$ cat config.mk
export PLATFORM = sky130hd
export DESIGN_NAME = dmct_ctrl
export DESIGN_NICKNAME = d
export VERILOG_FILES = /design/src/design/dmct_pkg.sv /design/src/design/dmct_ctrl.sv
export SDC_FILE = /design/constraint.sdc
export NUM_CORES = 1
export LEC_CHECK = 0
export ABC_AREA = 1
export BUFFER_PORTS_ARGS = -buffer_cell sky130_fd_sc_hd__clkbuf_2
export CORE_AREA = 2 2 39 41
export CTS_BUF_LIST = sky130_fd_sc_hd__clkbuf_4 sky130_fd_sc_hd__clkbuf_8
export CTS_CLUSTER_DIAMETER = 30
export CTS_CLUSTER_SIZE = 14
export DETAILED_ROUTE_END_ITERATION = 8
export DIE_AREA = 0 0 41 43
export PLACE_DENSITY_LB_ADDON = 0.05
export SLEW_MARGIN = 20
export SYNTH_ARGS = -nofsm -noshare
export SYNTH_HDL_FRONTEND = slang
export SYNTH_SLANG_ARGS = --single-unit
$ cat constraint.sdc
create_clock -name clock -period 0.8 [get_ports clock]
set_input_delay 0.08 -clock clock [delete_from_list [all_inputs] [get_ports clock]]
set_output_delay 0.08 -clock clock [all_outputs]
set_load 0.02 [all_outputs]
$ cat src/design/dmct_pkg.sv
// ----------------------------------------------------------------------------
// dmct_pkg: shared definitions for the direct-mapped counting table
// Table geometry, field widths, command and outcome codes, register indexes,
// the stored entry layout and the controller/datapath interface structs.
// ----------------------------------------------------------------------------
package dmct_pkg;

   // Table geometry.
   localparam int INDEX_BITS = 10;
   localparam int SLOTS      = 2 ** INDEX_BITS;

   // Field widths fixed by the interface.
   localparam int KEY_W       = 64;
   localparam int COUNT_W     = 32;
   localparam int REQ_INDEX_W = 10;
   localparam int OUTCOME_W   = 3;
   localparam int CSR_INDEX_W = 2;
   localparam int CSR_DATA_W  = 32;

   // Width that holds both the request index and a table slot.
   localparam int SLOT_EXT_W = (INDEX_BITS > REQ_INDEX_W) ? INDEX_BITS : REQ_INDEX_W;

   // Count constants.
   localparam logic [COUNT_W-1:0] START_COUNT_PLAIN = COUNT_W'(1);
   localparam logic [COUNT_W-1:0] START_COUNT_BOOST = COUNT_W'(1000);
   localparam logic [COUNT_W-1:0] THRESHOLD_RESET   = COUNT_W'(5);
   localparam logic [COUNT_W-1:0] COUNT_MAX         = '1;

   // Request commands.
   typedef enum logic {
      CMD_INSERT = 1'b0,
      CMD_READ   = 1'b1
   } command_type;

   // Result outcome codes.
   typedef enum logic [OUTCOME_W-1:0] {
      OUT_NEW  = 3'd0,
      OUT_INC  = 3'd1,
      OUT_SIDE = 3'd2,
      OUT_COLL = 3'd3,
      OUT_READ = 3'd4
   } outcome_type;

   // Configuration register indexes.
   typedef enum logic [CSR_INDEX_W-1:0] {
      REG_START_MODE     = 2'd0,
      REG_KEEP_THRESHOLD = 2'd1
   } csr_reg_type;

   // One table slot as stored in memory.
   typedef struct packed {
      logic [KEY_W-1:0]   key;
      logic               side;
      logic [COUNT_W-1:0] count;
   } entry_type;

   localparam int ENTRY_W = $bits(entry_type);

   // Controller states.
   typedef enum logic [1:0] {
      ST_CLEAR  = 2'd0,
      ST_IDLE   = 2'd1,
      ST_DECIDE = 2'd2
   } state_type;

   // Commands from the controller to the datapath.
   typedef struct packed {
      logic clr_write;
      logic accept;
      logic commit;
   } dp_cmd_type;

   // Status from the datapath to the controller.
   typedef struct packed {
      logic clr_last;
      logic out_free;
   } dp_status_type;

endpackage

$ cat src/design/dmct_ctrl.sv
// ----------------------------------------------------------------------------
// dmct_ctrl: sequencing for the counting table
// Runs the clearing pass after reset, then takes one request at a time:
// memory read at acceptance, decision and write-back in the next state.
// ----------------------------------------------------------------------------
module dmct_ctrl (
   input  logic                     clock,
   input  logic                     reset,
   input  logic                     req_valid,
   output logic                     req_stall,
   output dmct_pkg::dp_cmd_type     cmd,
   input  dmct_pkg::dp_status_type  status
);

   dmct_pkg::state_type state_ff, state_in;

   // State register.
   always_ff @(posedge clock) begin
      if (reset) begin
         state_ff <= dmct_pkg::ST_CLEAR;
      end else begin
         state_ff <= state_in;
      end
   end

   // Next state and datapath commands.
   always_comb begin
      state_in  = state_ff;
      cmd       = '0;
      req_stall = 1'b1;
      case (state_ff)
         dmct_pkg::ST_CLEAR: begin
            cmd.clr_write = 1'b1;
            if (status.clr_last) begin
               state_in = dmct_pkg::ST_IDLE;
            end
         end
         dmct_pkg::ST_IDLE: begin
            req_stall = 1'b0;
            if (req_valid) begin
               cmd.accept = 1'b1;
               state_in   = dmct_pkg::ST_DECIDE;
            end
         end
         dmct_pkg::ST_DECIDE: begin
            if (status.out_free) begin
               cmd.commit = 1'b1;
               state_in   = dmct_pkg::ST_IDLE;
            end
         end
         default: begin
            state_in = dmct_pkg::ST_CLEAR;
         end
      endcase
   end

   // Once the clearing pass is over it does not start again.
   a_clear_once: assert property (@(posedge clock) disable iff (reset)
      (state_ff != dmct_pkg::ST_CLEAR) |=> (state_ff != dmct_pkg::ST_CLEAR))
      else $error("clearing pass restarted without reset");

   // An accepted transaction reaches the decision state in the following cycle.
   a_accept_decide: assert property (@(posedge clock) disable iff (reset)
      (req_valid && !req_stall) |=> (state_ff == dmct_pkg::ST_DECIDE))
      else $error("accepted transaction did not reach the decision state");

endmodule

* Word-level counts from Yosys, hierarchy flattened *
Cells that the tools add are included.

storage, ports and cells
  memory bits (writable) = 0
  logic and storage cells = 18
  output and inout bits = 4
  bits in latches = 0
  bits in registers = 2
  memories = 0
  bits in read-only memories = 0

cells by class
  $add $sub $neg = 0
  $lt $le $gt $ge = 0
  multiplexer cells = 10
  multiply operators = 0
  shift operators = 0
  bitwise logic cells = 0
  div/mod/pow operators = 0
  reduce and logical (&&, ||, !) cells = 2
  eq/ne operators = 5

operators with widths
  kind                  count
  $mux W1               6
  $mux W2               3
  $ne A2 B2 Y1 const B  3
  $pmux W2 S3           1
  $reduce_and A3 Y1     1
  $eq A2 B1 Y1 const B  1
  $eq A2 B2 Y1 const B  1
  $logic_not A2 Y1      1

* Logic depth before layout (Yosys ltp) *
  word-level depth = 3
  depth in mapped cells = 4
  depth with buffers taken out = 4

* Least setup slack after synthesis *
Ideal clock, no wire load.

  path kind = register to output
  start point = register state_ff[1]
  end point = output port cmd[0] (netlist name)
  cell stages (with the launch flop) = 3
  buffers on the path = 0
  data required time = 720 ps
  data arrival time = 937 ps
  setup slack = -217 ps
  cells stage by stage = dfxtp_1 > inv_1 > nor3_1

RTL lines
  item                      line             text
  start: declaration        dmct_ctrl.sv:15  dmct_pkg::state_type state_ff, state_in;
  start signal: assignment  dmct_ctrl.sv:20  state_ff <= dmct_pkg::ST_CLEAR;
  start signal: assignment  dmct_ctrl.sv:22  state_ff <= state_in;
  end: declaration          dmct_ctrl.sv:11  output dmct_pkg::dp_cmd_type cmd,

==> flow_metrics.tcl <==
set metrics [dict create \
    synth.most_common_cell "inv_1" \
    core_mm2 0.00138 \
    cp.arrival_ns 0.92 \
    setup_viol 5 \
    post_drt_wl_per_cell_um 7.17 \
    ir_drop_mv 0.646 \
    portBuffers 8 \
    totalPowerFinal_mw 0.476 \
    p_per_area_mw_per_mm2 1720 \
    synth.top_cells.by_count "inv_1, nand2_1, dfxtp_1" \
    worst_pin_slew_ns 0.139 \
    nets 38 \
    synthFlopType "dfxtp_1" \
    clockRootBuffer "clkbuf_4" \
    async_flop_share_pct 0 \
    synth_top_area_cell "dfxtp_1" \
    rows 14 \
    start_util_pct 8.50 \
    path_clk_slew_ns 0.03 \
    reg2reg_to "state_ff[0]" \
    syn_area_per_cell_um2 6.19 \
    fillCellCount 171 \
    first_global_vias 138 \
    maxSlewViolCount 0 \
    fin_ws_ns -0.202 \
    die_w_um 41 \
    pin_count 9 \
    dieHeight_um 43 \
    dp_hpwl_um 278 \
    numCtsBuffers 3 \
    drt_iter0_markers 1 \
    grt_max_degree 7 \
    outcome "finished, violations left" \
    ys_ff_latch 2 \
    vias 151 \
    timing.final.crit_period_ns 1.00 \
    crit_start "state_ff[0]" \
    finalCritPeriodShare_pct 125 \
    slew_headroom_pct 90.7 \
    syn_nets 24 \
    final_hold_viol_count 0 \
    r2r-start "state_ff[1]" \
    gp_congestion 0.586 \
    synth.distinct_cells 10 \
    final-seq-area_um2 45.0 \
    post_cts_buffers 0 \
    syn_area_um2 118 \
    wirelength_um 337 \
    synth_edf_count 0 \
    hp-class "primary input to flop" \
    grt_overflow 0 \
    clock-sinks 2 \
    synthTopCellsByArea "dfxtp_1, inv_1, nand2_1" \
    dr.pass1.iters 2 \
    holdBufCountCts 0 \
    antenna_found_initial 0 \
    clock.fmax_mhz 998 \
    clock_path_buffers 2 \
    antenna_left 0 \
    ys_warn_count 0 \
    reg2reg_slack_ns -0.01 \
    h-tree-depth 1 \
    reg2regPathDepth 5 \
    crit_required_ns 0.72 \
    endpoint "cmd[0]" \
    max_cap_viol_count 0 \
    viasPerCell 3.21 \
    p_leak_nw 0.137 \
    finalInstanceArea_um2 277 \
    syn_to_final_growth_pct 135 \
    drc 0 \
    grt_pass1_wl_um 524 \
    tns_ns -0.651 \
    clock_latency_ns 0.22 \
    finClkSkew_ns 0.000937 \
    largest_reg_flops 2 \
    grt_util_all_layers_pct 4.91 \
    violations "negative setup slack" \
    ys_seq_area_share_pct 34.0 \
    synth_cells 19 \
    tritoncts "built" \
    crit_fanout 6 \
    die_area_mm2 0.00176 \
    crit_path_end_kind "output port" \
    drive_gt1_share_pct 67.7 \
    antenna_cells 0 \
    critPathKind "flop to output port" \
    rsz0062_at_grt "yes" \
    multi_input_area_um2 78.8 \
    top_regs "state_ff (2)" \
    synth_top_area_share_pct 34.0 \
    startpoint_type "flop" \
    placed_cell_area_um2 203 \
    regMostFlops "state_ff" \
]
## per-layer routing
layer  wire, µm  vias to the layer above  GRT usage, %
li1           -                       80             -
met1        133                       66          4.47
met3         35                        0          3.14
met4          0                        0          6.00
met2        168                        5          6.25
met5          0                        -             0
## worst min path at each step
stage,startpoint,endpoint,slack [ns],depth (start not counted)
CTS,reset,state_ff[1],0.02,2
finish,reset,state_ff[1],0.03,2
detailed placement,reset,state_ff[1],0.27,2
global route,reset,state_ff[1],0.04,2
global placement,reset,state_ff[1],0.26,2
floorplan,reset,state_ff[1],0.15,1
## cell type report
type	instances	share of cell area (%)
timing repair buffer	9	30.8
tap	16	7.24
sequential	2	16.3
clock buffer	3	8.14
inverter	6	9.05
multi-input combinational	11	28.5
## cells by family (layout without fill, tap and decap cells)
| kind of cell | Yosys count | in the layout | synth area share [%] |
|---|---|---|---|
| AOI/OAI and AO/OA | 2 | 2 | 8.50 |
| buffers and inverters | 6 | 18 | 19.1 |
| DFF | 2 | 2 | 34.0 |
| and+or+nand+nor | 9 | 9 | 38.3 |
## worst max-delay path, stage by stage (launching register included)
cell and delay [ns]:
dfxtp_4 0.36, nor3_4 0.18, clkbuf_8 0.16
## power by group
group / switching (mW) / internal [mW]
clock network: 0.0538 / 0.165
registers: 0.0166 / 0.110
logic: 0.0632 / 0.0673
total: 0.134 / 0.342
## what timing repair did
action                                  CTS  global route
endpoints found under the setup margin    5             5
gates cloned                              0             0
pin swaps                                 1             1
gates resized for setup                  10             8
## stage by stage
stage,hold slack (ns),instances,setup slack (ns),utilization [%]
final,0.0321,47,-0.202,20.0
after global routing,0.0392,47,-0.245,20.0
after CTS,0.0182,47,-0.216,18.7
after detailed placement,0.265,44,-0.0284,14.6
after global placement,0.261,44,-0.0618,14.6
after floorplan,0.149,19,0.00136,-
## placed cells by master, fill, tap and decap left out, types with 2 or more instances in the layout
| master | count |
|---|---|
| clkbuf_2 | 4 |
| inv_1 | 4 |
| nand2_1 | 3 |
| clkbuf_4 | 3 |
| clkbuf_8 | 2 |
| nand3_2 | 2 |
| buf_6 | 2 |
Note: power is estimated with default switching activity, not from simulation.
